==> src/hdl/eth_ipv4_tcp_header_parser_defines.svh <==
// Assertion macros for the header parser RTL.
`ifndef ETH_IPV4_TCP_HEADER_PARSER_DEFINES_SVH
`define ETH_IPV4_TCP_HEADER_PARSER_DEFINES_SVH

// The consequent must hold in the same cycle as the antecedent.
`define EPH_ASSERT_HOLDS(lbl, clk, rst, ante, cons, msg) \
   lbl: assert property (@(posedge clk) disable iff (rst) (ante) |-> (cons)) else $error(msg);

// The consequent must hold in the cycle after the antecedent.
`define EPH_ASSERT_NEXT(lbl, clk, rst, ante, cons, msg) \
   lbl: assert property (@(posedge clk) disable iff (rst) (ante) |=> (cons)) else $error(msg);

// The consequent must hold in the cycle after reset is applied.
`define EPH_ASSERT_RESET(lbl, clk, rst, cons, msg) \
   lbl: assert property (@(posedge clk) (rst) |=> (cons)) else $error(msg);

`endif

==> src/hdl/eph_pkg.sv <==
// Shared constants and types of the Ethernet/IPv4/TCP header parser.
package eph_pkg;

   // Byte counter width and the width of a frame length (one more bit).
   localparam int COUNT_BITS = 17;
   localparam int LEN_BITS   = COUNT_BITS + 1;

   localparam logic [COUNT_BITS-1:0] COUNT_MAX = {COUNT_BITS{1'b1}};

   // Header sizes in bytes.
   localparam logic [7:0] ETH_HDR_BYTES      = 8'd14;
   localparam logic [7:0] IPV4_MIN_HDR_BYTES = 8'd20;
   localparam logic [7:0] TCP_MIN_HDR_BYTES  = 8'd20;

   // Protocol codes and masks.
   localparam logic [15:0] ETYPE_IP4     = 16'h0800;
   localparam logic [3:0]  IP_VER_4      = 4'd4;
   localparam logic [7:0]  PROTO_TCP     = 8'd6;
   localparam logic [15:0] MF_FLAG_MASK  = 16'h2000;
   localparam logic [15:0] FRAG_OFS_BITS = 16'h1FFF;

   // Fixed byte positions of the captured fields, counted from the frame start.
   localparam logic [COUNT_BITS-1:0] POS_ETHERTYPE_HI = COUNT_BITS'(12);
   localparam logic [COUNT_BITS-1:0] POS_ETHERTYPE_LO = COUNT_BITS'(13);
   localparam logic [COUNT_BITS-1:0] POS_VER_IHL      = COUNT_BITS'(14);
   localparam logic [COUNT_BITS-1:0] POS_TOTLEN_HI    = COUNT_BITS'(16);
   localparam logic [COUNT_BITS-1:0] POS_TOTLEN_LO    = COUNT_BITS'(17);
   localparam logic [COUNT_BITS-1:0] POS_FRAG_HI      = COUNT_BITS'(20);
   localparam logic [COUNT_BITS-1:0] POS_FRAG_LO      = COUNT_BITS'(21);
   localparam logic [COUNT_BITS-1:0] POS_PROTO        = COUNT_BITS'(23);

   // The TCP data offset byte sits 12 bytes into the TCP header.
   localparam logic [7:0] TCP_DOFF_BASE = 8'd26;

   // Header fields of a frame as seen at its last byte.
   typedef struct packed {
      logic [LEN_BITS-1:0] frame_len;
      logic [15:0]         ether_type;
      logic [3:0]          ip_version;
      logic [3:0]          ip_ihl_words;
      logic [15:0]         ip_total_length;
      logic [15:0]         frag_word;
      logic [7:0]          ip_proto;
      logic [3:0]          tcp_offset_words;
      logic                tcp_offset_seen;
   } hdr_frame_type;

endpackage

==> src/hdl/eph_req_if.sv <==
// Input channel carrying one frame byte per beat.
interface eph_req_if;
   logic       valid;
   logic       ready;
   logic [7:0] data_byte;
   logic       last_byte;

   modport source (output valid, output data_byte, output last_byte, input ready);
   modport sink   (input valid, input data_byte, input last_byte, output ready);
endinterface

==> src/hdl/eph_rsp_if.sv <==
// Result channel carrying one parse result per beat.
interface eph_rsp_if;
   logic        valid;
   logic        ready;
   logic        accepted;
   logic [6:0]  tcp_hdr_pos;
   logic [7:0]  pay_start;
   logic [15:0] payload_length;

   modport source (output valid, output accepted, output tcp_hdr_pos,
                   output pay_start, output payload_length, input ready);
   modport sink   (input valid, input accepted, input tcp_hdr_pos,
                   input pay_start, input payload_length, output ready);
endinterface

==> src/hdl/eth_ipv4_tcp_header_parser.sv <==
// Top level of the Ethernet/IPv4/TCP header parser.
//
// A frame enters on req_chan one byte per beat, starting at the Ethernet
// destination address; last_byte marks its final byte. Each frame gives one
// beat on rsp_chan: accepted set with the TCP header offset, the payload
// offset and the payload length for unfragmented IPv4 TCP with consistent
// lengths, or all zeros otherwise.
// A byte is taken every cycle unless a last byte waits for a full result slot.
// Each byte passes the input register, where the fields are captured and, for
// the last byte, checked; the checked result is then registered and held on
// rsp_chan until it is taken. The byte counter stops at its maximum on very
// long frames.
// When the receiver stalls, the result holds in its register and bytes of
// the next frame still flow; only the next last byte waits, and then the
// input side stops until the result is taken.
// Synchronous reset empties both registers and clears all frame state.
`include "eth_ipv4_tcp_header_parser_defines.svh"

module eth_ipv4_tcp_header_parser (
   input  logic       clock,
   input  logic       reset,
   eph_req_if.sink    req_chan,
   eph_rsp_if.source  rsp_chan
);

   logic                   out_free;
   logic                   frame_end;
   eph_pkg::hdr_frame_type frame;
   logic                   rsp_accept_shown;
   logic                   rsp_ofs_full;

   // Byte intake and field capture.
   eph_capture u_capture (
      .clock     (clock),
      .reset     (reset),
      .req_chan  (req_chan),
      .out_free  (out_free),
      .frame_end (frame_end),
      .frame     (frame)
   );

   // Checks and result register.
   eph_check u_check (
      .clock     (clock),
      .reset     (reset),
      .frame_end (frame_end),
      .frame     (frame),
      .out_free  (out_free),
      .rsp_chan  (rsp_chan)
   );

   // An accepted result must leave room for a full IP header and a full TCP header.
   assign rsp_accept_shown = rsp_chan.valid && rsp_chan.accepted;
   assign rsp_ofs_full =
      (rsp_chan.tcp_hdr_pos >= 7'(eph_pkg::ETH_HDR_BYTES + eph_pkg::IPV4_MIN_HDR_BYTES)) &&
      (rsp_chan.pay_start >= 8'(rsp_chan.tcp_hdr_pos) + eph_pkg::TCP_MIN_HDR_BYTES);

   // A frame that ends is reported in the next cycle.
   `EPH_ASSERT_NEXT(a_frame_end_reported, clock, reset, frame_end, rsp_chan.valid, "lost end")

   // An accepted frame has a full IP header and a full TCP header in its offsets.
   `EPH_ASSERT_HOLDS(a_accept_offsets, clock, reset, rsp_accept_shown, rsp_ofs_full, "short hdr")

   // Reset leaves no result pending and the input open.
   `EPH_ASSERT_RESET(a_reset_empty, clock, reset, !rsp_chan.valid && req_chan.ready, "reset")

endmodule

==> src/hdl/eph_capture.sv <==
// Input register, byte counter and header field capture.
module eph_capture (
   input  logic                  clock,
   input  logic                  reset,
   eph_req_if.sink               req_chan,
   input  logic                  out_free,
   output logic                  frame_end,
   output eph_pkg::hdr_frame_type frame
);

   logic                          in_valid_ff;
   logic [7:0]                    in_data_ff;
   logic                          in_last_ff;
   logic                          advance;

   logic [eph_pkg::COUNT_BITS-1:0] byte_count_ff;
   logic [eph_pkg::COUNT_BITS-1:0] byte_count_in;
   logic [15:0]                   ether_type_ff, ether_type_in;
   logic [3:0]                    ip_version_ff, ip_version_in;
   logic [3:0]                    ip_ihl_words_ff, ip_ihl_words_in;
   logic [15:0]                   ip_total_length_ff, ip_total_length_in;
   logic [15:0]                   frag_word_ff, frag_word_in;
   logic [7:0]                    ip_proto_ff, ip_proto_in;
   logic [3:0]                    tcp_offset_words_ff, tcp_offset_words_in;
   logic                          tcp_offset_seen_ff, tcp_offset_seen_in;
   logic [7:0]                    tcp_doff_pos;

   // The registered beat moves on unless it ends a frame and the result slot is full.
   assign advance        = in_valid_ff && (!in_last_ff || out_free);
   assign req_chan.ready = !in_valid_ff || advance;
   assign frame_end      = advance && in_last_ff;

   // Input register.
   always_ff @(posedge clock) begin
      if (reset) begin
         in_valid_ff <= 1'b0;
      end else if (req_chan.ready) begin
         in_valid_ff <= req_chan.valid;
      end
      if (req_chan.ready) begin
         in_data_ff <= req_chan.data_byte;
         in_last_ff <= req_chan.last_byte;
      end
   end

   // Position of the TCP data offset byte, from the IHL already captured.
   assign tcp_doff_pos = eph_pkg::TCP_DOFF_BASE + 8'({ip_ihl_words_ff, 2'b00});

   // Field values including the byte at the current position.
   always_comb begin
      ether_type_in       = ether_type_ff;
      ip_version_in       = ip_version_ff;
      ip_ihl_words_in     = ip_ihl_words_ff;
      ip_total_length_in  = ip_total_length_ff;
      frag_word_in        = frag_word_ff;
      ip_proto_in         = ip_proto_ff;
      tcp_offset_words_in = tcp_offset_words_ff;
      tcp_offset_seen_in  = tcp_offset_seen_ff;

      unique case (byte_count_ff)
         eph_pkg::POS_ETHERTYPE_HI: ether_type_in[15:8] = in_data_ff;
         eph_pkg::POS_ETHERTYPE_LO: ether_type_in[7:0]  = in_data_ff;
         eph_pkg::POS_VER_IHL: begin
            ip_version_in   = in_data_ff[7:4];
            ip_ihl_words_in = in_data_ff[3:0];
         end
         eph_pkg::POS_TOTLEN_HI: ip_total_length_in[15:8] = in_data_ff;
         eph_pkg::POS_TOTLEN_LO: ip_total_length_in[7:0]  = in_data_ff;
         eph_pkg::POS_FRAG_HI:   frag_word_in[15:8]       = in_data_ff;
         eph_pkg::POS_FRAG_LO:   frag_word_in[7:0]        = in_data_ff;
         eph_pkg::POS_PROTO:     ip_proto_in              = in_data_ff;
         default: ;
      endcase

      // Only positions past the version/IHL byte are matched, so the IHL is settled by then.
      if (byte_count_ff > eph_pkg::POS_VER_IHL &&
          byte_count_ff == eph_pkg::COUNT_BITS'(tcp_doff_pos)) begin
         tcp_offset_words_in = in_data_ff[7:4];
         tcp_offset_seen_in  = 1'b1;
      end

      // The counter stops at its maximum.
      if (byte_count_ff == eph_pkg::COUNT_MAX) begin
         byte_count_in = byte_count_ff;
      end else begin
         byte_count_in = byte_count_ff + 1'b1;
      end
   end

   // Frame state: updated on each moving beat, cleared at the end of a frame.
   always_ff @(posedge clock) begin
      if (reset || frame_end) begin
         byte_count_ff       <= '0;
         ether_type_ff       <= '0;
         ip_version_ff       <= '0;
         ip_ihl_words_ff     <= '0;
         ip_total_length_ff  <= '0;
         frag_word_ff        <= '0;
         ip_proto_ff         <= '0;
         tcp_offset_words_ff <= '0;
         tcp_offset_seen_ff  <= 1'b0;
      end else if (advance) begin
         byte_count_ff       <= byte_count_in;
         ether_type_ff       <= ether_type_in;
         ip_version_ff       <= ip_version_in;
         ip_ihl_words_ff     <= ip_ihl_words_in;
         ip_total_length_ff  <= ip_total_length_in;
         frag_word_ff        <= frag_word_in;
         ip_proto_ff         <= ip_proto_in;
         tcp_offset_words_ff <= tcp_offset_words_in;
         tcp_offset_seen_ff  <= tcp_offset_seen_in;
      end
   end

   // Fields handed to the checker at the last byte.
   always_comb begin
      frame.frame_len        = eph_pkg::LEN_BITS'(byte_count_ff) + 1'b1;
      frame.ether_type       = ether_type_in;
      frame.ip_version       = ip_version_in;
      frame.ip_ihl_words     = ip_ihl_words_in;
      frame.ip_total_length  = ip_total_length_in;
      frame.frag_word        = frag_word_in;
      frame.ip_proto         = ip_proto_in;
      frame.tcp_offset_words = tcp_offset_words_in;
      frame.tcp_offset_seen  = tcp_offset_seen_in;
   end

endmodule

==> src/hdl/eph_check.sv <==
// Frame checks, offset arithmetic and the result register.
module eph_check (
   input  logic                   clock,
   input  logic                   reset,
   input  logic                   frame_end,
   input  eph_pkg::hdr_frame_type frame,
   output logic                   out_free,
   eph_rsp_if.source              rsp_chan
);

   logic                          rsp_valid_ff;
   logic                          accepted_ff;
   logic [6:0]                    tcp_hdr_pos_ff;
   logic [7:0]                    pay_start_ff;
   logic [15:0]                   payload_length_ff;

   logic [5:0]                    ihl_bytes;
   logic [5:0]                    tcp_bytes;
   logic [6:0]                    hdr_bytes;
   logic [6:0]                    tcp_ofs;
   logic [7:0]                    pay_ofs;
   logic [15:0]                   pay_len;
   logic                          ok;

   // Header lengths and offsets.
   assign ihl_bytes = {frame.ip_ihl_words, 2'b00};
   assign tcp_bytes = {frame.tcp_offset_words, 2'b00};
   assign hdr_bytes = 7'(ihl_bytes) + 7'(tcp_bytes);
   assign tcp_ofs   = 7'(eph_pkg::ETH_HDR_BYTES) + 7'(ihl_bytes);
   assign pay_ofs   = 8'(tcp_ofs) + 8'(tcp_bytes);
   assign pay_len   = frame.ip_total_length - 16'(hdr_bytes);

   // A frame passes only if every check holds.
   always_comb begin
      ok = 1'b1;
      if (frame.frame_len < eph_pkg::LEN_BITS'(eph_pkg::ETH_HDR_BYTES)) ok = 1'b0;
      if (frame.ether_type != eph_pkg::ETYPE_IP4) ok = 1'b0;
      if (frame.frame_len < eph_pkg::LEN_BITS'(eph_pkg::ETH_HDR_BYTES) +
                            eph_pkg::LEN_BITS'(eph_pkg::IPV4_MIN_HDR_BYTES)) ok = 1'b0;
      if (frame.ip_version != eph_pkg::IP_VER_4) ok = 1'b0;
      if (frame.ip_proto != eph_pkg::PROTO_TCP) ok = 1'b0;
      if (8'(ihl_bytes) < eph_pkg::IPV4_MIN_HDR_BYTES) ok = 1'b0;
      if (frame.ip_total_length < 16'(ihl_bytes)) ok = 1'b0;
      if (frame.frame_len < eph_pkg::LEN_BITS'(eph_pkg::ETH_HDR_BYTES) +
                            eph_pkg::LEN_BITS'(frame.ip_total_length)) ok = 1'b0;
      if ((frame.frag_word & eph_pkg::MF_FLAG_MASK) != 16'h0000) ok = 1'b0;
      if ((frame.frag_word & eph_pkg::FRAG_OFS_BITS) != 16'h0000) ok = 1'b0;
      if (frame.frame_len < eph_pkg::LEN_BITS'(tcp_ofs) +
                            eph_pkg::LEN_BITS'(eph_pkg::TCP_MIN_HDR_BYTES)) ok = 1'b0;
      if (!frame.tcp_offset_seen) ok = 1'b0;
      if (8'(tcp_bytes) < eph_pkg::TCP_MIN_HDR_BYTES) ok = 1'b0;
      if (frame.ip_total_length < 16'(hdr_bytes)) ok = 1'b0;
   end

   // The result slot takes a new beat when empty or being drained.
   assign out_free = !rsp_valid_ff || rsp_chan.ready;

   // Result register.
   always_ff @(posedge clock) begin
      if (reset) begin
         rsp_valid_ff <= 1'b0;
      end else if (out_free) begin
         rsp_valid_ff <= frame_end;
      end
      if (frame_end) begin
         accepted_ff       <= ok;
         tcp_hdr_pos_ff    <= ok ? tcp_ofs : 7'd0;
         pay_start_ff      <= ok ? pay_ofs : 8'd0;
         payload_length_ff <= ok ? pay_len : 16'd0;
      end
   end

   assign rsp_chan.valid          = rsp_valid_ff;
   assign rsp_chan.accepted       = accepted_ff;
   assign rsp_chan.tcp_hdr_pos    = tcp_hdr_pos_ff;
   assign rsp_chan.pay_start      = pay_start_ff;
   assign rsp_chan.payload_length = payload_length_ff;

endmodule

==> src/flat_wrapper.sv <==
// flat-port wrapper written by rule: the top's interface ports become plain ports
module eth_ipv4_tcp_header_parser_flat 
  (clock, reset, req_chan_valid, req_chan_data_byte, req_chan_last_byte, req_chan_ready, rsp_chan_valid, rsp_chan_accepted, rsp_chan_tcp_hdr_pos, rsp_chan_pay_start, rsp_chan_payload_length, rsp_chan_ready);
  eph_req_if req_chan_i ();
  eph_rsp_if rsp_chan_i ();
  input  logic clock;
  input  logic reset;
  input wire logic [$bits(req_chan_i.valid)-1:0] req_chan_valid;
  input wire logic [$bits(req_chan_i.data_byte)-1:0] req_chan_data_byte;
  input wire logic [$bits(req_chan_i.last_byte)-1:0] req_chan_last_byte;
  output wire logic [$bits(req_chan_i.ready)-1:0] req_chan_ready;
  output wire logic [$bits(rsp_chan_i.valid)-1:0] rsp_chan_valid;
  output wire logic [$bits(rsp_chan_i.accepted)-1:0] rsp_chan_accepted;
  output wire logic [$bits(rsp_chan_i.tcp_hdr_pos)-1:0] rsp_chan_tcp_hdr_pos;
  output wire logic [$bits(rsp_chan_i.pay_start)-1:0] rsp_chan_pay_start;
  output wire logic [$bits(rsp_chan_i.payload_length)-1:0] rsp_chan_payload_length;
  input wire logic [$bits(rsp_chan_i.ready)-1:0] rsp_chan_ready;
  assign req_chan_i.valid = req_chan_valid;
  assign req_chan_i.data_byte = req_chan_data_byte;
  assign req_chan_i.last_byte = req_chan_last_byte;
  assign req_chan_ready = req_chan_i.ready;
  assign rsp_chan_valid = rsp_chan_i.valid;
  assign rsp_chan_accepted = rsp_chan_i.accepted;
  assign rsp_chan_tcp_hdr_pos = rsp_chan_i.tcp_hdr_pos;
  assign rsp_chan_pay_start = rsp_chan_i.pay_start;
  assign rsp_chan_payload_length = rsp_chan_i.payload_length;
  assign rsp_chan_i.ready = rsp_chan_ready;
  eth_ipv4_tcp_header_parser u_core (.clock(clock), .reset(reset), .req_chan(req_chan_i), .rsp_chan(rsp_chan_i));
endmodule
==> config.mk <==
export PLATFORM = sky130hd
export DESIGN_NAME = eth_ipv4_tcp_header_parser_flat
export DESIGN_NICKNAME = d
export VERILOG_FILES = /design/src/hdl/eph_pkg.sv /design/src/hdl/eph_req_if.sv /design/src/hdl/eph_rsp_if.sv /design/src/hdl/eth_ipv4_tcp_header_parser.sv /design/src/hdl/eph_capture.sv /design/src/hdl/eph_check.sv /design/src/flat_wrapper.sv
export VERILOG_INCLUDE_DIRS = /design/src /design/src/hdl
export SDC_FILE = /design/constraint.sdc
export NUM_CORES = 1
export LEC_CHECK = 0
export BUFFER_PORTS_ARGS = -buffer_cell sky130_fd_sc_hd__buf_2
export CORE_MARGIN = 5
export CORE_UTILIZATION = 60
export CTS_BUF_LIST = sky130_fd_sc_hd__clkbuf_4 sky130_fd_sc_hd__clkbuf_8
export CTS_CLUSTER_SIZE = 16
export DETAILED_ROUTE_END_ITERATION = 8
export PLACE_DENSITY = 0.8
export SYNTH_ARGS = -nofsm -noshare
export SYNTH_HDL_FRONTEND = slang
export SYNTH_SLANG_ARGS = --single-unit
==> constraint.sdc <==
create_clock -name clock -period 6.3 [get_ports clock]
set_input_delay 0 -clock clock [delete_from_list [all_inputs] [get_ports clock]]
set_output_delay 0 -clock clock [all_outputs]
set_load 0.02 [all_outputs]
After elaboration in Yosys (flattened, before gate mapping)
Index checks and enable logic that the tools add are counted.
{ "word_totals": {"ff_bits": 127, "out_inout_bits": 34, "word_cells": 86, "in_bits": 13} }
{ "op_classes": {"n_lt_le_gt_ge": 9, "muxes": 25, "bitwise_logic": 1, "addsub": 9, "eq_ne": 13, "reduce_logical": 12} }
{ "op_table": {"columns": ["op", "count"], "rows": [
  ["17-bit by 5-bit == test with 1-bit output (second input constant)", 5],
  ["17-bit by 4-bit == test with 1-bit output (second input constant)", 3],
  ["8-bit two-way mux", 6],
  ["17-bit by 1-bit adder with 18-bit output (second input constant)", 1],
  ["18-bit by 17-bit < comparator with 1-bit output", 1],
  ["18-bit by 4-bit < comparator with 1-bit output (second input constant)", 1],
  ["18-bit by 6-bit < comparator with 1-bit output (second input constant)", 1],
  ["18-bit by 8-bit < comparator with 1-bit output", 1],
  ["17-bit by 1-bit adder with 17-bit output (second input constant)", 1],
  ["4-bit by 16-bit adder with 17-bit output (first input constant)", 1],
  ["17-bit == test (second input constant)", 1],
  ["17-bit by 7-bit == test with 1-bit output", 1],
  ["17-bit by 4-bit > comparator with 1-bit output (second input constant)", 1],
  ["16-bit by 6-bit < comparator with 1-bit output", 1],
  ["16-bit by 7-bit < comparator with 1-bit output", 1],
  ["16-bit by 12-bit != test with 1-bit output (second input constant)", 1],
  ["16-bit nonzero test", 1],
  ["16-bit by 7-bit subtractor with 16-bit output", 1],
  ["1-bit two-way mux", 15],
  ["6-bit by 5-bit < comparator with 1-bit output (second input constant)", 2],
  ["4-bit two-way mux", 3],
  ["7-bit by 5-bit adder with 8-bit output (second input constant)", 1],
  ["7-bit by 6-bit adder with 8-bit output", 1],
  ["8-bit by 3-bit != test with 1-bit output (second input constant)", 1],
  ["10 further kinds", 17]
]} }

Depth between registers and ports, before layout
{ "logic_depth": {"word_depth": 16, "ltp_mapped": 22, "mapped_depth_nobuf": 21} }

Cells and area by module
From an unflattened synthesis, not the netlist that was laid out.
{ "hier_totals": {"hier_cells": 789, "hier_area_um2": 7812.5} }
{ "modules_own_cells": {"columns": ["mod", "area_each_um2", "instances", "seq_area_each_um2", "cells_per_inst"], "rows": [
  ["eph_capture", 5021.1, 1, 2011.9, 507],
  ["eph_check", 2791.4, 1, 890.9, 282]
]} }

Worst setup path after synthesis
No wires, ideal clock.
{ "synth_timing": {"path_kind": "reg2reg", "start": "register u_core.u_capture.ip_ihl_words_ff[1]", "end": "register u_core.u_check.accepted_ff (netlist: u_core.u_check.rsp_chan.accepted), data pin", "period_less_slack_ns": 5.219, "t_required_ns": 6.043, "setup_time_ns": 0.257, "n_path_buf": 1, "slack_ns": 1.081, "path_stages_with_launch": 22, "arrival_time_ns": 4.961, "cell_sequence": "dfxtp_1 inv_1 ha_1 xor2_1 nand2_1 or4_1 nor4_4 mux2i_1 inv_1 ha_1 a21o_1 a21oi_1 xor2_1 ha_1 a21o_1 a21oi_1 o311a_1 a21oi_1 nor3_1 o2bb2ai_4 buf_6 nor2_1"} }
{ "synth_rtl": {"columns": ["item", "line_no", "text"], "rows": [
  ["from (decl)", "eph_capture.sv:20", "logic [3:0] ip_ihl_words_ff, ip_ihl_words_in;"],
  ["from (signal assigned)", "eph_capture.sv:106", "ip_ihl_words_ff <= ip_ihl_words_in;"],
  ["to (signal assigned)", "eph_check.sv:66", "accepted_ff <= ok;"],
  ["to (decl)", "eph_check.sv:12", "logic accepted_ff;"]
]} }

==> results.sh <==
export IMPL_synth_area_leaders="dfxtp_1 22%, edfxtp_1 14%, ha_1 7.5%, nand2_1 5.8%, mux2i_1 4.7%"
export IMPL_cp_arrival_ns=5.98
export IMPL_cts_sinks=124
export IMPL_cap_viol_max_count=0
export IMPL_skew_ns=0.0186
export IMPL_antenna_found_initial=0
export IMPL_synth_main_ff_cell="dfxtp_1"
export IMPL_rsz0062_at_grt="false"
export IMPL_period_share_pct=92.3
export IMPL_grt_pass1_wl_mm=32.3
export IMPL_drc_errors=0
export IMPL_clock_power_share_pct=40.6
export IMPL_postSynthAreaPerCell_sq_um=8.78
export IMPL_htree_num_levels=4
export IMPL_clk_latency_ns=0.47
export IMPL_num_rows=41
export IMPL_slew_viol_final=0
export IMPL_dieHeight_um=125
export IMPL_maxSlewHeadroom_pct=39.5
export IMPL_rrSetupSlack_ns=0.49
export IMPL_synth_top_cell_by_area="dfxtp_1"
export IMPL_syn_area_sq_um=7880
export IMPL_reg2reg_depth=20
export IMPL_area_growth_pct=10.8
export IMPL_min_path_type="in -> reg"
export IMPL_p_comb_share_pct=13.3
export IMPL_outcome="complete, no violations"
export IMPL_cts_root_buf="clkbuf_8"
export IMPL_netlist_instances=897
export IMPL_p_switching_uw=499
export IMPL_layout_nets=999
export IMPL_seq_area_frac_synth_pct=36.3
export IMPL_ys_ff_latch=124
export IMPL_worst_slew_pin_slew_ns=0.906
export IMPL_diodes=0
export IMPL_vdd_drop_max_mv=0.165
export IMPL_p_int_mw=1.34
export IMPL_seqPwrFrac_pct=46.1
export IMPL_async_flop_share_pct=0
export IMPL_drt_initial_drc_count=585
export IMPL_io_buffers=44
export IMPL_firstDrtPassIters=6
export IMPL_hold_viol=0
export IMPL_die_area_sq_um=15500
export IMPL_hpwl_mm=14.2
export IMPL_layout_drive_gt1_share_pct=14.8
export IMPL_cts_tree="yes"
export IMPL_post_drt_wl_per_cell_um=17.9
export IMPL_timing_setup_tns_ns=0
export IMPL_grt_max_degree=75
export IMPL_initial_utilization_pct=61.9
export IMPL_setup_viol=0
export IMPL_numCtsBuffers=17
export IMPL_cts_buffer_depth=2
export IMPL_num_vias=6727
export IMPL_switching_share_pct=27.1
export IMPL_clkTransAtPathRegs_ns=0.09
export IMPL_fmax_mhz=172
export IMPL_crit_fanout=28
export IMPL_final_antenna_net_count=0
export IMPL_die_x_um=125
export IMPL_rr_startpoint="u_core.u_capture.ip_ihl_words_ff[1]$_SDFFE_PP0P_"
export IMPL_powerDensity_nw_per_um2=210
export IMPL_viasPerCell=6.00
export IMPL_startpoint_type="register"
export IMPL_required_ns=6.47
export IMPL_drt_wl_total_mm=20.0
export IMPL_critPathCaptureType="register"
export IMPL_grt_overflow=0
export IMPL_synth_cell_types=73
export IMPL_post_route_util_pct=68.6
export IMPL_synth_edf_count=38
export IMPL_grt_use_total_pct=25.8
export IMPL_core_sq_um=12700
export IMPL_synth_warnings=0
export IMPL_place_congestion=1.03
export IMPL_power_leakage_nw=3.48
export IMPL_r2r_end="u_core.u_check.rsp_chan.accepted$_DFFE_PP_"
export IMPL_period_minus_slack_ns=5.81
export IMPL_worstSetupEndpoint="u_core.u_check.rsp_chan.accepted$_DFFE_PP_"
export IMPL_grt_pass1_vias=6295
export IMPL_synth_top_area_share_pct=21.9
export IMPL_path_class="reg -> reg"
export IMPL_cp_startpoint="u_core.u_capture.ip_ihl_words_ff[1]$_SDFFE_PP0P_"
export IMPL_ios=47
[worst max-delay path, cell delays in order, from the launching register on]
cell and delay, ns:
dfxtp_1 0.43, inv_1 0.08, ha_1 0.31, xor2_1 0.15, nand2_1 0.06, or4_1 0.51, nor4_4 0.48, mux2i_1 0.47
inv_1 0.13, ha_1 0.30, a21o_1 0.17, a21oi_1 0.17, xor2_1 0.19, ha_1 0.30, a21o_1 0.20, a21oi_1 0.27
o311a_1 0.24, a21oi_1 0.11, nor3_2 0.34, o2bb2ai_4 0.46, nor2_1 0.12
[layer usage]
metal  part of all wire (%)  vias up  track usage [%]
li1                       -     3267                -
met1                     44     3111             33.5
met2                     45      285             40.0
met3                    7.3       64             5.92
met4                    4.1        0             13.3
met5                      0        -                0
[per-stage QoR]
stage | power, mW | hold slack (ns) | setup slack, ns | instances | cell area (sq um)
6_report | 1.84 | 0.252 | 0.486 | 1122 | 8730
5_1_grt | 1.91 | 0.238 | 0.142 | 1122 | 8730
4_1_cts | 1.84 | 0.218 | 0.322 | 1122 | 8720
3_5_place_dp | 1.10 | 0.178 | 0.382 | 1078 | 8180
3_3_place_gp | 1.09 | 0.177 | 0.555 | 1078 | 8180
2_1_floorplan | 1.04 | 0.0691 | 1.08 | 898 | 7880
[registers in the layout (all words and copies together) (netlist names)]
name                                    flops
u_core.u_capture.byte_count_ff             17
u_core.u_capture.ether_type_ff             16
u_core.u_capture.ip_total_length_ff        16
u_core.u_check.rsp_chan.payload_length     16
u_core.u_capture.frag_word_ff              14
u_core.u_capture.in_data_ff                 8
u_core.u_capture.ip_proto_ff                8
u_core.u_check.rsp_chan.pay_start           6
u_core.u_check.rsp_chan.tcp_hdr_pos         6
u_core.u_capture.ip_ihl_words_ff            4
u_core.u_capture.ip_version_ff              4
u_core.u_capture.tcp_offset_words_ff        4
u_core.u_capture.in_last_ff                 1
u_core.u_capture.in_valid_ff                1
u_core.u_capture.tcp_offset_seen_ff         1
u_core.u_check.rsp_chan.accepted            1
u_core.u_check.rsp_chan.valid               1
[cell usage in the layout (no fill, tap or decap), drive strengths merged, types with 5 or more instances in the layout]
cell / count
a211oi: 20
a21o: 12
a21oi: 62
and3: 10
buf: 62
clkbuf: 21
clkinv: 5
dfxtp: 86
dlygate4sd3: 12
edfxtp: 38
ha: 47
inv: 32
mux2: 6
mux2i: 37
nand2: 122
nand3: 25
nand4: 18
nand4b: 5
nor2: 93
nor2b: 5
nor3: 43
nor4: 19
o21a: 5
o21ai: 19
or3: 10
or4: 6
xnor2: 30
xor2: 38
[worst min-delay path by stage]
stage | depth (start not counted) | slack, ns | end | from
finish | 2 | 0.25 | u_core.u_capture.in_data_ff[3]$_DFFE_PP_ | req_chan_data_byte[3]
CTS | 2 | 0.22 | u_core.u_capture.in_data_ff[6]$_DFFE_PP_ | req_chan_data_byte[6]
floorplan | 1 | 0.07 | u_core.u_capture.in_valid_ff$_SDFFE_PP0P_ | reset
global route | 2 | 0.24 | u_core.u_capture.in_data_ff[3]$_DFFE_PP_ | req_chan_data_byte[3]
detailed placement | 1 | 0.18 | u_core.u_capture.in_data_ff[3]$_DFFE_PP_ | req_chan_data_byte[3]
global placement | 1 | 0.18 | u_core.u_capture.in_data_ff[2]$_DFFE_PP_ | req_chan_data_byte[2]
[kinds of logic (layout without fill, tap and decap cells)]
| family | Yosys count | after routing | share of synthesized area, % |
|---|---|---|---|
| simple gates | 377 | 377 | 25.1 |
| other cells | 1 | 2 | 0.0476 |
| flops | 124 | 124 | 36.3 |
| fa+ha+maj | 49 | 49 | 7.97 |
| mux | 43 | 43 | 5.56 |
| compound gates | 150 | 150 | 12.5 |
| xor+xnor | 68 | 68 | 7.56 |
| buf+inv | 85 | 137 | 4.92 |
[timing repair]
action	in CTS	in global routing
endpoints found under the setup margin	0	29
resized for setup	0	1
buffers inserted	0	0
hold endpoints to repair	21	0
hold buffers	12	0
[cells in the mapped netlist, types with 2 or more instances]
| cell | number |
|---|---|
| and2_1 | 4 |
| buf_2 | 10 |
| xor2_1 | 38 |
| nand2_1 | 121 |
| and3_1 | 10 |
| nor4_1 | 17 |
| nand3_1 | 25 |
| a21boi_0 | 3 |
| mux2i_1 | 37 |
| clkbuf_1 | 28 |
| a211oi_1 | 18 |
| xnor2_1 | 30 |
| nor2_1 | 92 |
| o211ai_1 | 4 |
| o211a_1 | 2 |
| nor3_1 | 21 |
| nor2b_1 | 5 |
| or2_2 | 2 |
| or4_1 | 6 |
| inv_1 | 30 |
| nand4_1 | 18 |
| a211oi_2 | 2 |
| nand2b_1 | 4 |
| a31oi_1 | 3 |
| o21a_1 | 5 |
| buf_1 | 6 |
| o31ai_1 | 3 |
| and4_1 | 2 |
| mux2_2 | 6 |
| nor3_2 | 21 |
| edfxtp_1 | 38 |
| fa_1 | 2 |
| a21oi_1 | 62 |
| or3_1 | 9 |
| ha_1 | 47 |
| nor4_4 | 2 |
| o21ai_0 | 19 |
| nand4b_1 | 4 |
| dfxtp_1 | 86 |
| buf_4 | 5 |
| buf_6 | 5 |
| o22ai_1 | 3 |
| a21o_1 | 12 |
[area by class of cell]
type | instances | area, sq um
clock buffers | 21 | 283
clock inverters | 11 | 140
fillers | 1057 | 3990
inverters | 31 | 116
multi-input cells | 689 | 4640
flip-flops and latches | 124 | 2860
well taps | 172 | 215
repair buffers | 74 | 475
[power groups by stage]
stage	Sequential (mW)	Clock (mW)	Combinational [mW]
detailed placement	0.863	0	0.233
global placement	0.862	0	0.230
floorplan	0.857	0	0.184
finish	0.846	0.746	0.245
CTS	0.845	0.756	0.240
global route	0.846	0.798	0.264
No activity file was read; power rests on OpenSTA's default activity.
